$ cat src/sv/kve_pkg.sv
`default_nettype none
package kve_pkg;

    localparam int MAX_KEYS_DEF   = 16;
    localparam int FRAME_BITS_DEF = 24;
    localparam int VOL_W          = 16;

    localparam logic [VOL_W-1:0] DEFAULT_VOLUME_RST = 16'h8000;

    // item kinds
    localparam logic [1:0] KIND_INSERT = 2'd0;
    localparam logic [1:0] KIND_REMOVE = 2'd1;
    localparam logic [1:0] KIND_QUERY  = 2'd2;

    // result status codes
    localparam logic [1:0] ST_OK        = 2'd0;
    localparam logic [1:0] ST_FULL      = 2'd1;
    localparam logic [1:0] ST_BAD_INDEX = 2'd2;

    typedef enum logic [3:0] {
        S_IDLE,
        S_SCAN_RD,
        S_SCAN_CHK,
        S_SHIFT_RD,
        S_SHIFT_WR,
        S_INS_WR,
        S_REM_RD,
        S_REM_WR,
        S_MUL,
        S_DIV_GO,
        S_DIV,
        S_DONE
    } state_t;

endpackage
`default_nettype wire

$ cat src/sv/kve_cmd_if.sv
`default_nettype none
interface kve_cmd_if #(
    parameter int FRAME_W = kve_pkg::FRAME_BITS_DEF,
    parameter int IDX_W   = $clog2(kve_pkg::MAX_KEYS_DEF)
) ();
    logic               valid;
    logic               ready;
    logic [1:0]         kind;
    logic [FRAME_W-1:0] key_frame;
    logic [15:0]        key_volume;
    logic [IDX_W-1:0]   entry_index;

    modport source (output valid, kind, key_frame, key_volume, entry_index, input ready);
    modport sink   (input valid, kind, key_frame, key_volume, entry_index, output ready);
endinterface
`default_nettype wire

$ cat src/sv/kve_rsp_if.sv
`default_nettype none
interface kve_rsp_if #(
    parameter int CNT_W = $clog2(kve_pkg::MAX_KEYS_DEF + 1)
) ();
    logic             valid;
    logic             ready;
    logic [15:0]      volume_out;
    logic [CNT_W-1:0] entry_count;
    logic [1:0]       status;

    modport source (output valid, volume_out, entry_count, status, input ready);
    modport sink   (input valid, volume_out, entry_count, status, output ready);
endinterface
`default_nettype wire

$ cat src/sv/kve_div.sv
`default_nettype none
// Restoring divider, one numerator bit per cycle. Quotient is known to fit QW bits.
module kve_div #(
    parameter int NW = 40,
    parameter int DW = 24,
    parameter int QW = 16
) (
    input  wire logic          clk,
    input  wire logic          rst_n,
    input  wire logic          start,
    input  wire logic [NW-1:0] num,
    input  wire logic [DW-1:0] den,
    output logic               done,
    output logic [QW-1:0]      quot
);
    localparam int SW = $clog2(NW + 1);

    logic [NW-1:0] num_reg,  num_next;
    logic [DW-1:0] den_reg,  den_next;
    logic [DW:0]   rem_reg,  rem_next;
    logic [QW-1:0] quot_reg, quot_next;
    logic [SW-1:0] step_reg, step_next;
    logic          busy_reg, busy_next;
    logic          done_reg, done_next;
    logic [DW:0]   trial;

    // load operands on start, else one shift-subtract step while busy
    always_comb
    begin
        num_next  = num_reg;
        den_next  = den_reg;
        rem_next  = rem_reg;
        quot_next = quot_reg;
        step_next = step_reg;
        busy_next = busy_reg;
        done_next = 1'b0;
        trial     = {rem_reg[DW-1:0], num_reg[NW-1]};
        if (start)
        begin
            num_next  = num;
            den_next  = den;
            rem_next  = '0;
            quot_next = '0;
            step_next = SW'(NW);
            busy_next = 1'b1;
        end
        else if (busy_reg)
        begin
            num_next = {num_reg[NW-2:0], 1'b0};
            if (trial >= {1'b0, den_reg})
            begin
                rem_next  = trial - {1'b0, den_reg};
                quot_next = {quot_reg[QW-2:0], 1'b1};
            end
            else
            begin
                rem_next  = trial;
                quot_next = {quot_reg[QW-2:0], 1'b0};
            end
            step_next = step_reg - 1'b1;
            if (step_reg == SW'(1))
            begin
                busy_next = 1'b0;
                done_next = 1'b1;
            end
        end
    end

    always_ff @(posedge clk or negedge rst_n)
    begin
        if (!rst_n)
        begin
            busy_reg <= 1'b0;
            done_reg <= 1'b0;
            step_reg <= '0;
        end
        else
        begin
            busy_reg <= busy_next;
            done_reg <= done_next;
            step_reg <= step_next;
        end
    end

    always_ff @(posedge clk)
    begin
        num_reg  <= num_next;
        den_reg  <= den_next;
        rem_reg  <= rem_next;
        quot_reg <= quot_next;
    end

    assign done = done_reg;
    assign quot = quot_reg;

endmodule
`default_nettype wire

$ cat src/sv/keyframe_volume_envelope.sv
// Keyframe volume envelope: sorted keyframe table in one synchronous RAM.
// Items are taken one at a time. Inserts and queries scan the table entry by entry;
// an insert shifts later entries up and a remove shifts later entries down, one entry
// at a time; a query that interpolates multiplies and then waits for the serial divider.
// Reset empties the table (count zero) and sets default volume to 0x8000.
`default_nettype none
module keyframe_volume_envelope #(
    parameter int MAX_KEYS   = kve_pkg::MAX_KEYS_DEF,
    parameter int FRAME_BITS = kve_pkg::FRAME_BITS_DEF
) (
    input  wire logic        clk,
    input  wire logic        rst_n,
    input  wire logic        cfg_we,
    input  wire logic [15:0] cfg_wdata,
    kve_cmd_if.sink          cmd,
    kve_rsp_if.source        rsp
);
    localparam int AW = $clog2(MAX_KEYS);
    localparam int CW = $clog2(MAX_KEYS + 1);
    localparam int VW = kve_pkg::VOL_W;
    localparam int EW = FRAME_BITS + VW;
    localparam int NW = VW + FRAME_BITS;

    // entry RAM: {frame, volume}
    logic [EW-1:0] mem [MAX_KEYS];
    logic [EW-1:0] rdata_reg;
    logic          mem_we;
    logic [AW-1:0] mem_waddr, mem_raddr;
    logic [EW-1:0] mem_wdata;

    kve_pkg::state_t state_reg, state_next;

    logic [15:0]         dflt_reg;
    logic [1:0]          kind_reg,   kind_next;
    logic [FRAME_BITS-1:0] frame_reg, frame_next;
    logic [VW-1:0]       vin_reg,    vin_next;
    logic [CW-1:0]       cnt_reg,    cnt_next;
    logic [CW-1:0]       i_reg,      i_next;
    logic [CW-1:0]       j_reg,      j_next;
    logic [FRAME_BITS-1:0] pf_reg,   pf_next;
    logic [VW-1:0]       pv_reg,     pv_next;
    logic [VW-1:0]       diff_reg,   diff_next;
    logic                dneg_reg,   dneg_next;
    logic [FRAME_BITS-1:0] df_reg,   df_next;
    logic [FRAME_BITS-1:0] span_reg, span_next;
    logic [NW-1:0]       num_reg,    num_next;
    logic [1:0]          stat_reg,   stat_next;
    logic [VW-1:0]       res_reg,    res_next;

    logic                out_valid_reg;
    logic [VW-1:0]       out_vol_reg;
    logic [CW-1:0]       out_cnt_reg;
    logic [1:0]          out_st_reg;

    logic                accept, out_free, div_start, div_done;
    logic [VW-1:0]       quot;
    logic [FRAME_BITS-1:0] rd_frame;
    logic [VW-1:0]       rd_vol;

    assign rd_frame  = rdata_reg[EW-1:VW];
    assign rd_vol    = rdata_reg[VW-1:0];
    assign cmd.ready = (state_reg == kve_pkg::S_IDLE);
    assign accept    = cmd.valid && cmd.ready;
    assign out_free  = !out_valid_reg || rsp.ready;

    // RAM, one write and one registered read port
    always_ff @(posedge clk)
    begin
        if (mem_we)
        begin
            mem[mem_waddr] <= mem_wdata;
        end
        rdata_reg <= mem[mem_raddr];
    end

    // next state
    always_comb
    begin
        state_next = state_reg;
        case (state_reg)
            kve_pkg::S_IDLE:
            begin
                if (accept)
                begin
                    case (cmd.kind)
                        kve_pkg::KIND_INSERT, kve_pkg::KIND_QUERY:
                            state_next = kve_pkg::S_SCAN_RD;
                        kve_pkg::KIND_REMOVE:
                            state_next = ({{(CW-AW){1'b0}}, cmd.entry_index} >= cnt_reg)
                                         ? kve_pkg::S_DONE : kve_pkg::S_REM_RD;
                        default:
                            state_next = kve_pkg::S_DONE;
                    endcase
                end
            end
            kve_pkg::S_SCAN_RD:
            begin
                if (i_reg == cnt_reg)
                begin
                    if (kind_reg == kve_pkg::KIND_INSERT && cnt_reg != CW'(MAX_KEYS))
                        state_next = kve_pkg::S_INS_WR;
                    else
                        state_next = kve_pkg::S_DONE;
                end
                else
                    state_next = kve_pkg::S_SCAN_CHK;
            end
            kve_pkg::S_SCAN_CHK:
            begin
                if (rd_frame >= frame_reg)
                begin
                    if (kind_reg == kve_pkg::KIND_INSERT)
                    begin
                        if (rd_frame == frame_reg || cnt_reg == CW'(MAX_KEYS))
                            state_next = kve_pkg::S_DONE;
                        else
                            state_next = kve_pkg::S_SHIFT_RD;
                    end
                    else if (i_reg == '0 || rd_frame == frame_reg)
                        state_next = kve_pkg::S_DONE;
                    else
                        state_next = kve_pkg::S_MUL;
                end
                else
                    state_next = kve_pkg::S_SCAN_RD;
            end
            kve_pkg::S_SHIFT_RD:
                state_next = (j_reg == i_reg) ? kve_pkg::S_INS_WR : kve_pkg::S_SHIFT_WR;
            kve_pkg::S_SHIFT_WR: state_next = kve_pkg::S_SHIFT_RD;
            kve_pkg::S_INS_WR:   state_next = kve_pkg::S_DONE;
            kve_pkg::S_REM_RD:
                state_next = (j_reg == cnt_reg) ? kve_pkg::S_DONE : kve_pkg::S_REM_WR;
            kve_pkg::S_REM_WR:   state_next = kve_pkg::S_REM_RD;
            kve_pkg::S_MUL:      state_next = kve_pkg::S_DIV_GO;
            kve_pkg::S_DIV_GO:   state_next = kve_pkg::S_DIV;
            kve_pkg::S_DIV:
                if (div_done)
                    state_next = kve_pkg::S_DONE;
            kve_pkg::S_DONE:
                if (out_free)
                    state_next = kve_pkg::S_IDLE;
            default: state_next = kve_pkg::S_IDLE;
        endcase
    end

    // datapath and RAM control
    always_comb
    begin
        kind_next  = kind_reg;
        frame_next = frame_reg;
        vin_next   = vin_reg;
        cnt_next   = cnt_reg;
        i_next     = i_reg;
        j_next     = j_reg;
        pf_next    = pf_reg;
        pv_next    = pv_reg;
        diff_next  = diff_reg;
        dneg_next  = dneg_reg;
        df_next    = df_reg;
        span_next  = span_reg;
        num_next   = num_reg;
        stat_next  = stat_reg;
        res_next   = res_reg;
        mem_we     = 1'b0;
        mem_waddr  = i_reg[AW-1:0];
        mem_wdata  = rdata_reg;
        mem_raddr  = i_reg[AW-1:0];
        div_start  = 1'b0;
        case (state_reg)
            kve_pkg::S_IDLE:
            begin
                if (accept)
                begin
                    kind_next  = cmd.kind;
                    frame_next = cmd.key_frame;
                    vin_next   = cmd.key_volume;
                    i_next     = '0;
                    j_next     = {{(CW-AW){1'b0}}, cmd.entry_index} + 1'b1;
                    res_next   = '0;
                    stat_next  = kve_pkg::ST_OK;
                    if (cmd.kind == kve_pkg::KIND_REMOVE &&
                        {{(CW-AW){1'b0}}, cmd.entry_index} >= cnt_reg)
                        stat_next = kve_pkg::ST_BAD_INDEX;
                end
            end
            kve_pkg::S_SCAN_RD:
            begin
                // end of table: insert appends unless full, query holds last volume (default if empty)
                if (i_reg == cnt_reg)
                begin
                    if (kind_reg == kve_pkg::KIND_INSERT)
                    begin
                        if (cnt_reg == CW'(MAX_KEYS))
                            stat_next = kve_pkg::ST_FULL;
                    end
                    else
                        res_next = (cnt_reg == '0) ? dflt_reg : pv_reg;
                end
            end
            kve_pkg::S_SCAN_CHK:
            begin
                if (rd_frame >= frame_reg)
                begin
                    if (kind_reg == kve_pkg::KIND_INSERT)
                    begin
                        if (rd_frame == frame_reg)
                        begin
                            mem_we    = 1'b1;
                            mem_wdata = {rd_frame, vin_reg};
                        end
                        else if (cnt_reg == CW'(MAX_KEYS))
                            stat_next = kve_pkg::ST_FULL;
                        j_next = cnt_reg;
                    end
                    else
                    begin
                        res_next  = rd_vol;
                        dneg_next = rd_vol < pv_reg;
                        diff_next = (rd_vol < pv_reg) ? pv_reg - rd_vol : rd_vol - pv_reg;
                        df_next   = frame_reg - pf_reg;
                        span_next = rd_frame - pf_reg;
                    end
                end
                else
                begin
                    pf_next = rd_frame;
                    pv_next = rd_vol;
                    i_next  = i_reg + 1'b1;
                end
            end
            kve_pkg::S_SHIFT_RD:
            begin
                if (j_reg != i_reg)
                    mem_raddr = AW'(j_reg - 1'b1);
            end
            kve_pkg::S_SHIFT_WR:
            begin
                mem_we    = 1'b1;
                mem_waddr = j_reg[AW-1:0];
                j_next    = j_reg - 1'b1;
            end
            kve_pkg::S_INS_WR:
            begin
                mem_we    = 1'b1;
                mem_wdata = {frame_reg, vin_reg};
                cnt_next  = cnt_reg + 1'b1;
            end
            kve_pkg::S_REM_RD:
            begin
                if (j_reg == cnt_reg)
                    cnt_next = cnt_reg - 1'b1;
                else
                    mem_raddr = j_reg[AW-1:0];
            end
            kve_pkg::S_REM_WR:
            begin
                mem_we    = 1'b1;
                mem_waddr = AW'(j_reg - 1'b1);
                j_next    = j_reg + 1'b1;
            end
            kve_pkg::S_MUL:
                num_next = NW'({{FRAME_BITS{1'b0}}, diff_reg} * {{VW{1'b0}}, df_reg});
            kve_pkg::S_DIV_GO:
                div_start = 1'b1;
            kve_pkg::S_DIV:
            begin
                if (div_done)
                    res_next = dneg_reg ? pv_reg - quot : pv_reg + quot;
            end
            default: ;
        endcase
    end

    kve_div #(
        .NW (NW),
        .DW (FRAME_BITS),
        .QW (VW)
    ) u_div (
        .clk   (clk),
        .rst_n (rst_n),
        .start (div_start),
        .num   (num_reg),
        .den   (span_reg),
        .done  (div_done),
        .quot  (quot)
    );

    // control registers
    always_ff @(posedge clk or negedge rst_n)
    begin
        if (!rst_n)
        begin
            state_reg     <= kve_pkg::S_IDLE;
            cnt_reg       <= '0;
            dflt_reg      <= kve_pkg::DEFAULT_VOLUME_RST;
            out_valid_reg <= 1'b0;
        end
        else
        begin
            state_reg <= state_next;
            cnt_reg   <= cnt_next;
            if (cfg_we)
                dflt_reg <= cfg_wdata;
            if (state_reg == kve_pkg::S_DONE && out_free)
                out_valid_reg <= 1'b1;
            else if (rsp.ready)
                out_valid_reg <= 1'b0;
        end
    end

    // payload registers
    always_ff @(posedge clk)
    begin
        kind_reg  <= kind_next;
        frame_reg <= frame_next;
        vin_reg   <= vin_next;
        i_reg     <= i_next;
        j_reg     <= j_next;
        pf_reg    <= pf_next;
        pv_reg    <= pv_next;
        diff_reg  <= diff_next;
        dneg_reg  <= dneg_next;
        df_reg    <= df_next;
        span_reg  <= span_next;
        num_reg   <= num_next;
        stat_reg  <= stat_next;
        res_reg   <= res_next;
        if (state_reg == kve_pkg::S_DONE && out_free)
        begin
            out_vol_reg <= res_reg;
            out_cnt_reg <= cnt_reg;
            out_st_reg  <= stat_reg;
        end
    end

    assign rsp.valid       = out_valid_reg;
    assign rsp.volume_out  = out_vol_reg;
    assign rsp.entry_count = out_cnt_reg;
    assign rsp.status      = out_st_reg;

    // checks
    a_cnt_range: assert property (@(posedge clk) disable iff (!rst_n)
        cnt_reg <= CW'(MAX_KEYS))
        else $error("entry count beyond table size");

    a_accept_leaves_idle: assert property (@(posedge clk) disable iff (!rst_n)
        accept |=> state_reg != kve_pkg::S_IDLE)
        else $error("accepted item did not start work");

    a_write_in_table: assert property (@(posedge clk) disable iff (!rst_n)
        mem_we |-> {{(CW-AW){1'b0}}, mem_waddr} <= cnt_reg)
        else $error("RAM write past table end");

    a_div_done_state: assert property (@(posedge clk) disable iff (!rst_n)
        div_done |-> state_reg == kve_pkg::S_DIV)
        else $error("divider finished outside divide state");

endmodule
`default_nettype wire

$ cat src/flat_wrapper.sv
// flat-port wrapper written by rule: the top's interface ports become plain ports
module keyframe_volume_envelope_flat 
#(
    parameter int MAX_KEYS   = kve_pkg::MAX_KEYS_DEF,
    parameter int FRAME_BITS = kve_pkg::FRAME_BITS_DEF
)
  (clk, rst_n, cfg_we, cfg_wdata, cmd_valid, cmd_kind, cmd_key_frame, cmd_key_volume, cmd_entry_index, cmd_ready, rsp_valid, rsp_volume_out, rsp_entry_count, rsp_status, rsp_ready);
  kve_cmd_if cmd_i ();
  kve_rsp_if rsp_i ();
  input  wire logic clk;
  input  wire logic rst_n;
  input  wire logic cfg_we;
  input  wire logic [15:0] cfg_wdata;
  input wire logic [$bits(cmd_i.valid)-1:0] cmd_valid;
  input wire logic [$bits(cmd_i.kind)-1:0] cmd_kind;
  input wire logic [$bits(cmd_i.key_frame)-1:0] cmd_key_frame;
  input wire logic [$bits(cmd_i.key_volume)-1:0] cmd_key_volume;
  input wire logic [$bits(cmd_i.entry_index)-1:0] cmd_entry_index;
  output wire logic [$bits(cmd_i.ready)-1:0] cmd_ready;
  output wire logic [$bits(rsp_i.valid)-1:0] rsp_valid;
  output wire logic [$bits(rsp_i.volume_out)-1:0] rsp_volume_out;
  output wire logic [$bits(rsp_i.entry_count)-1:0] rsp_entry_count;
  output wire logic [$bits(rsp_i.status)-1:0] rsp_status;
  input wire logic [$bits(rsp_i.ready)-1:0] rsp_ready;
  assign cmd_i.valid = cmd_valid;
  assign cmd_i.kind = cmd_kind;
  assign cmd_i.key_frame = cmd_key_frame;
  assign cmd_i.key_volume = cmd_key_volume;
  assign cmd_i.entry_index = cmd_entry_index;
  assign cmd_ready = cmd_i.ready;
  assign rsp_valid = rsp_i.valid;
  assign rsp_volume_out = rsp_i.volume_out;
  assign rsp_entry_count = rsp_i.entry_count;
  assign rsp_status = rsp_i.status;
  assign rsp_i.ready = rsp_ready;
  keyframe_volume_envelope #(.MAX_KEYS(MAX_KEYS), .FRAME_BITS(FRAME_BITS)) u_core (.clk(clk), .rst_n(rst_n), .cfg_we(cfg_we), .cfg_wdata(cfg_wdata), .cmd(cmd_i), .rsp(rsp_i));
endmodule
$ cat config.mk
export PLATFORM = sky130hd
export DESIGN_NAME = keyframe_volume_envelope_flat
export DESIGN_NICKNAME = d
export VERILOG_FILES = /design/src/sv/kve_pkg.sv /design/src/sv/kve_cmd_if.sv /design/src/sv/kve_rsp_if.sv /design/src/sv/kve_div.sv /design/src/sv/keyframe_volume_envelope.sv /design/src/flat_wrapper.sv
export SDC_FILE = /design/constraint.sdc
export NUM_CORES = 2
export LEC_CHECK = 0
export BUFFER_PORTS_ARGS = -buffer_cell sky130_fd_sc_hd__buf_2
export CAP_MARGIN = 25
export CELL_PAD_IN_SITES_DETAIL_PLACEMENT = 1
export CELL_PAD_IN_SITES_GLOBAL_PLACEMENT = 1
export CORE_MARGIN = 8
export CORE_UTILIZATION = 45
export CTS_BUF_LIST = sky130_fd_sc_hd__clkbuf_4 sky130_fd_sc_hd__clkbuf_8
export CTS_CLUSTER_SIZE = 25
export DETAILED_ROUTE_END_ITERATION = 8
export PLACE_DENSITY_LB_ADDON = 0.1
export SETUP_SLACK_MARGIN = 0.05
export SYNTH_ARGS = -nofsm -noshare
export SYNTH_HDL_FRONTEND = slang
export SYNTH_SLANG_ARGS = --single-unit
export TNS_END_PERCENT = 20
$ cat constraint.sdc
create_clock -name clk -period 8.8 [get_ports clk]
set_clock_uncertainty 0.15 [all_clocks]
set_input_delay 1.76 -clock clk [delete_from_list [all_inputs] [get_ports clk]]
set_output_delay 1.76 -clock clk [all_outputs]
set_load 0.01 [all_outputs]
-- After elaboration in Yosys (flattened, before gate mapping)
Memory sizes are Yosys's and may differ from the RTL's. A register that Yosys moved wholly into a read port is not among the register bits.
Cells that the tools add are included.
- add/subtract/negate cells: 14
- eq/ne operators: 33
- $lt $le $gt $ge: 4
- multipliers: 1
- mux-type cells: 71
- bitwise gates (word level): 2
- reductions and logical operators: 31
- operators with widths (operator ; number):
    $mux W16 ; 12
    $mux W40 ; 2
    $pmux W40 S2 ; 1
    $sub A24 B24 Y24 ; 3
    $pmux W16 S4 ; 1
    $mux W4 ; 12
    $pmux W4 S12 ; 1
    $sub A16 B16 Y16 ; 3
    $mul A16 B24 Y40 ; 1
    $mux W5 ; 6
    $ge A25 B24 Y1 ; 1
    $eq A24 B24 Y1 ; 1
    $ge A24 B24 Y1 ; 1
    $mux W24 ; 1
    $pmux W4 S2 ; 3
    $pmux W5 S2 ; 2
    $pmux W5 S4 ; 1
    $mux W2 ; 9
    $add A16 B16 Y16 ; 1
    $eq A4 B3 Y1 const B ; 4
    $eq A4 B4 Y1 const B ; 4
    $lt A16 B16 Y1 ; 1
    $mux W1 ; 16
    $add A5 B1 Y5 const B ; 3
    34 further kinds ; 66
- memories kept: 1
- RAM bits: 640
- input port bits: 67
- flip-flop bits (word level): 376
- memories (name ; depth ; bits a word ; rd ports ; clocked after memory_dff ; write ports ; line ; text):
    u_core.mem ; 16 ; 40 ; 1 ; 1 ; 1 ; keyframe_volume_envelope.sv:25 ; logic [EW-1:0] mem [MAX_KEYS];

-- Logic depth before layout (Yosys ltp)
- depth after elaboration: 7
- gate-level depth with buffers: 24
- depth with buffers taken out: 23

-- Hierarchy
From an unflattened synthesis, not the netlist that was laid out.
- cells, all modules: 4475
- area total of the unflattened synthesis: 58934.0 um^2
- modules (own cells, without submodules) (module ; cells an instance ; area each (um^2) ; times used):
    keyframe_volume_envelope ; 3959 ; 53093.4 ; 1
    kve_div ; 516 ; 5840.6 ; 1

-- Worst setup path after synthesis
No wires, ideal clock.
- kind: register -> register
- from: register u_core.df_reg[21]
- to: register u_core.num_reg[39] (data pin)
- path slack: 2.230 ns
- setup time: 0.275 ns
- arrival: 6.145 ns
- period minus slack after synthesis: 6.570 ns
- cell stages (with the launch flop): 24
- path through: edfxtp_1 > clkbuf_1 > nand2_1 > fa_1 > inv_1 > fa_1 > inv_1 > fa_1 > inv_1 > fa_1 > fa_1 > inv_1 > fa_1 > inv_1 > ha_1 > and3_1 > and3_1 > nand2_1 > nor2_1 > or4b_2 > o32ai_1 > o221ai_1 > nor2_1 > a211oi_1
- word-level cells in the longest chain between the ends: 1
- ends and longest elaborated chain (what ; line ; text):
    start: declaration ; keyframe_volume_envelope.sv:44 ; logic [FRAME_BITS-1:0] df_reg, df_next;
    start signal: assignment ; keyframe_volume_envelope.sv:323 ; df_reg <= df_next;
    $mul A16 B24 Y40 ; keyframe_volume_envelope.sv:262 ; num_next = NW'({{FRAME_BITS{1'b0}}, diff_reg} * {{VW{1'b0}}, df_reg});
    end signal: assignment ; keyframe_volume_envelope.sv:325 ; num_reg <= num_next;
    end: declaration ; keyframe_volume_envelope.sv:46 ; logic [NW-1:0] num_reg, num_next;
No other way between the ends.
A chain may end at the register's enable or synchronous reset.

-- Worst setup path after layout
- from: register u_core.diff_reg[4]
- to: register u_core.num_reg[39] (data pin)
- word-level cells in the longest chain between the ends: 1
- ends and longest elaborated chain (what ; line ; text):
    start: declaration ; keyframe_volume_envelope.sv:42 ; logic [VW-1:0] diff_reg, diff_next;
    start signal: assignment ; keyframe_volume_envelope.sv:321 ; diff_reg <= diff_next;
    $mul A16 B24 Y40 ; keyframe_volume_envelope.sv:262 ;
No other way between the ends.

==> impl_metrics.tcl <==
set metrics [dict create \
    cts_sink_cnt 1056 \
    worst_r2r_startpoint "u_core.diff_reg[4]$_DFFE_PP_" \
    holdBufCountCts 0 \
    crit_path_frequent_cell "sky130_fd_sc_hd__fa_1" \
    initial_cell_density_of_the_core_pct 45.3 \
    ctsLongestPathBuffers 3 \
    htree_levels 4 \
    r2r_end "u_core.num_reg[39]$_DFFE_PP_" \
    rsz_0062_raised_after_global_routing "false" \
    fin_worst_hold_slack_ns 0.244 \
    synth.net_count 5487 \
    detailedRoute.firstIterationViolations 2361 \
    critPathLaunchType "flop" \
    timing.slew.headroom_pct 21.5 \
    drc_violations 0 \
    antenna_violating_nets_post_route 0 \
    max_cap_viols 0 \
    placed_wire_length_estimate_after_detailed_placement_um 111000 \
    timing.final.hold_violations 0 \
    vias_in_the_first_global_route 40600 \
    reg2reg_setup_slack_ns 1.22 \
    min_to "u_core.u_div.den_reg[20]$_DFFE_PP_" \
    critical_path_peak_fanout 24 \
    cts.root.buffer_cell "sky130_fd_sc_hd__clkbuf_8" \
    row_count 133 \
    first_pass_grt_wire_length_um 250000 \
    final-setup-viol-count 0 \
    synth_top_flop_cell "sky130_fd_sc_hd__edfxtp_1" \
    status "complete, no violations" \
    grt_antenna_before_repair 6 \
    synth.avg_cell_area_um2 12.3 \
    max_freq_mhz 132 \
    reg2regPathDepth 22 \
    cts_tree "done" \
    worst-endpoint-required_ns 9.27 \
    worst_pin_slew_ns 1.18 \
    cts_resized 0 \
    crit_chain "nand2_1, fa_1, inv_1, fa_1, inv_1, fa_1, inv_1, fa_1, fa_1, inv_1, fa_1, inv_1, ha_1, and3_1, and3_1, nand2_1, nor2_1, or4b_2, o32ai_1, o221ai_1, nor2_1, a211oi_1" \
    grt_overflow 0 \
    number_of_buffers_created_by_cts 180 \
    gp_congestion 0.846 \
    cpLargestDelayFamily "adder cells" \
    synth-edff-count 942 \
    min_period_over_period_pct 86.1 \
    cpMaxStageDelayCell "sky130_fd_sc_hd__edfxtp_1" \
    cp.arrival_ns 8.05 \
    setup-tns-final_ns 0 \
    maxSlewViolCount 0 \
    drt_pass1_iterations 5 \
    hp-class "flop to flop" \
    routed_wire_length_per_instance_um 24.0 \
    ys_seq_area_share_pct 51.5 \
    cts.reportedPaths.clkPinSlew_ns 0.07 \
    die_w_um 380 \
    track_usage_pct 22.4 \
    layout-drive-gt1-share_pct 11.6 \
    async_sr_flop_fraction_pct 3.22 \
    top_register "u_core.mem" \
    coreArea_um2 132000 \
    yosys_register_bits 1056 \
    ys_warn_count 0 \
    grt_max_degree 142 \
    largest_register_ffs 640 \
    ys_types 85 \
    route.detailed.vias_per_inst 5.49 \
    critPathBufInv 5 \
    synthesized_instance_count 4841 \
    min_from "u_core.span_reg[20]$_DFFE_PP_" \
    area_delta_synth_final_pct 10.8 \
    most-common-layout-cells "942 x sky130_fd_sc_hd__edfxtp_1, 506 x sky130_fd_sc_hd__inv_1, 476 x sky130_fd_sc_hd__nand2_1" \
    layout.cells.most_common "sky130_fd_sc_hd__edfxtp_1" \
    clkLatencyLatePin_ns 0.91 \
    worst-setup-path-type "flop to flop" \
    chipHeight_um 380 \
    critical_path.endpoint_type "flop" \
    fill_cells 13600 \
    seq_area_um2 30700 \
    ioPinCount 92 \
    total_die_area_um2 145000 \
    critPathMaxStageDelay_ns 1.05 \
    dr_total_vias 37900 \
    finalNetCount 5645 \
    place.port_buffers 91 \
    multi_input_area_um2 26200 \
    cts_setup_buffers 0 \
    finalWorstPathRequiredPeriod_ns 7.58 \
    number_of_instances_on_the_worst_hold_path 0 \
    syn_area_um2 59700 \
    routed_wirelength_um 166000 \
]
[worst reg2reg max path, stage by stage (launching register included)]
cell	delay (ns)
sky130_fd_sc_hd__edfxtp_1	1.05
sky130_fd_sc_hd__nand2_1	0.21
sky130_fd_sc_hd__fa_1	0.60
sky130_fd_sc_hd__inv_1	0.05
sky130_fd_sc_hd__fa_1	0.47
sky130_fd_sc_hd__inv_1	0.06
sky130_fd_sc_hd__fa_1	0.52
sky130_fd_sc_hd__inv_1	0.06
sky130_fd_sc_hd__fa_1	0.45
sky130_fd_sc_hd__fa_1	0.51
sky130_fd_sc_hd__inv_1	0.05
sky130_fd_sc_hd__fa_1	0.47
sky130_fd_sc_hd__inv_1	0.04
sky130_fd_sc_hd__ha_1	0.34
sky130_fd_sc_hd__and3_1	0.21
sky130_fd_sc_hd__and3_1	0.23
sky130_fd_sc_hd__nand2_1	0.09
sky130_fd_sc_hd__nor2_1	0.15
sky130_fd_sc_hd__or4b_2	0.60
sky130_fd_sc_hd__o32ai_1	0.47
sky130_fd_sc_hd__o221ai_1	0.33
sky130_fd_sc_hd__nor2_1	0.17
sky130_fd_sc_hd__a211oi_1	0.05
[cells by family (layout without fill, tap and decap cells)]
kind of cell             Yosys count  in the layout  share of synthesized area, %
AO/OA/AOI/OAI                    687            687                          7.47
XOR/XNOR                         159            159                          2.33
adder cells (fa/ha/maj)          580            580                          16.1
buffers and inverters            707           1018                          4.89
flip-flops                      1056           1056                          51.5
multiplexers                     508            508                          8.78
other                              0              5                             0
AND/OR/NAND/NOR                 1144           1144                          8.93
[cell usage after synthesis, types with 8 or more instances]
library cell               number  area share [%]
sky130_fd_sc_hd__a221oi_1       8            0.12
sky130_fd_sc_hd__fa_1         313              10
sky130_fd_sc_hd__mux2_2        67             1.3
sky130_fd_sc_hd__mux2i_1      384             6.4
sky130_fd_sc_hd__dfrtp_1       33             1.4
sky130_fd_sc_hd__nor2_1       233             1.5
sky130_fd_sc_hd__xor2_1        58            0.85
sky130_fd_sc_hd__and3_1        22            0.23
sky130_fd_sc_hd__a31oi_1       16            0.17
sky130_fd_sc_hd__nor2b_1       34            0.36
sky130_fd_sc_hd__nand2b_1      25            0.26
sky130_fd_sc_hd__nand2_1      479             3.0
sky130_fd_sc_hd__inv_1        506             3.2
sky130_fd_sc_hd__o21bai_1      17            0.21
sky130_fd_sc_hd__o221ai_1      61            0.90
sky130_fd_sc_hd__o31ai_1       11            0.14
sky130_fd_sc_hd__clkbuf_1     126            0.79
sky130_fd_sc_hd__nand4_1       12            0.13
sky130_fd_sc_hd__ha_1         266             5.6
sky130_fd_sc_hd__buf_6         21            0.40
sky130_fd_sc_hd__buf_4         17            0.21
sky130_fd_sc_hd__edfxtp_1     942              47
sky130_fd_sc_hd__xnor2_1      101             1.5
sky130_fd_sc_hd__a211oi_1      19            0.24
sky130_fd_sc_hd__o21ai_0      129             1.1
sky130_fd_sc_hd__mux2_1        57             1.1
sky130_fd_sc_hd__nand3_1       41            0.34
sky130_fd_sc_hd__a22oi_1       43            0.54
sky130_fd_sc_hd__o21a_1        27            0.34
sky130_fd_sc_hd__buf_2         33            0.28
sky130_fd_sc_hd__or3_1         18            0.19
sky130_fd_sc_hd__a21oi_1      219             1.8
sky130_fd_sc_hd__nor3_1        43            0.36
sky130_fd_sc_hd__dfxtp_1       80             2.7
sky130_fd_sc_hd__a211o_1        8            0.12
sky130_fd_sc_hd__nor4_1        11            0.12
sky130_fd_sc_hd__o211ai_1      11            0.14
sky130_fd_sc_hd__and2_1       189             2.0
sky130_fd_sc_hd__a21o_1        50            0.63
[routing by layer]
metal  part of all wire (%)  routed length [um]  GRT usage [%]
met5                      0                   0              0
met4                    2.4                3940           6.20
met3                    4.1                6760           3.33
met2                     48               79300           37.4
met1                     46               75600           30.6
[area by class of cell]
cell class	count	share of cell area [%]
tap	1755	3.32
inverter	507	2.88
multi-input combinational	3078	39.6
sequential	1056	46.5
antenna	5	0.0189
timing repair buffer	176	1.84
clock inverter	69	0.937
clock buffer	266	4.87
[how the worst max path moves through the flow]
stage	from	end	slack, ns	cells after the start
3_3_place_gp	u_core.diff_reg[1]$_DFFE_PP_	u_core.num_reg[39]$_DFFE_PP_	1.42	22
3_5_place_dp	u_core.diff_reg[10]$_DFFE_PP_	u_core.num_reg[39]$_DFFE_PP_	1.18	20
4_1_cts	u_core.diff_reg[10]$_DFFE_PP_	u_core.num_reg[39]$_DFFE_PP_	1.16	20
2_1_floorplan	u_core.df_reg[21]$_DFFE_PP_	u_core.num_reg[39]$_DFFE_PP_	2.23	23
6_report	u_core.diff_reg[4]$_DFFE_PP_	u_core.num_reg[39]$_DFFE_PP_	1.22	22
5_1_grt	u_core.diff_reg[2]$_DFFE_PP_	u_core.num_reg[39]$_DFFE_PP_	0.90	22
[per-stage QoR]
stage	setup slack (ns)	area [um2]	instances	util (%)
after floorplan	2.23	59700	4841	-
after global placement	1.42	62100	6563	47.2
after detailed placement	1.18	62100	6567	47.2
after CTS	1.16	66000	6902	50.1
after global routing	0.904	66100	6909	50.2
final	1.22	66100	6912	50.2
Power is left out: the tool's default activity adds up to more than one toggle a clock period on the data nets, which glitch-free logic cannot reach.
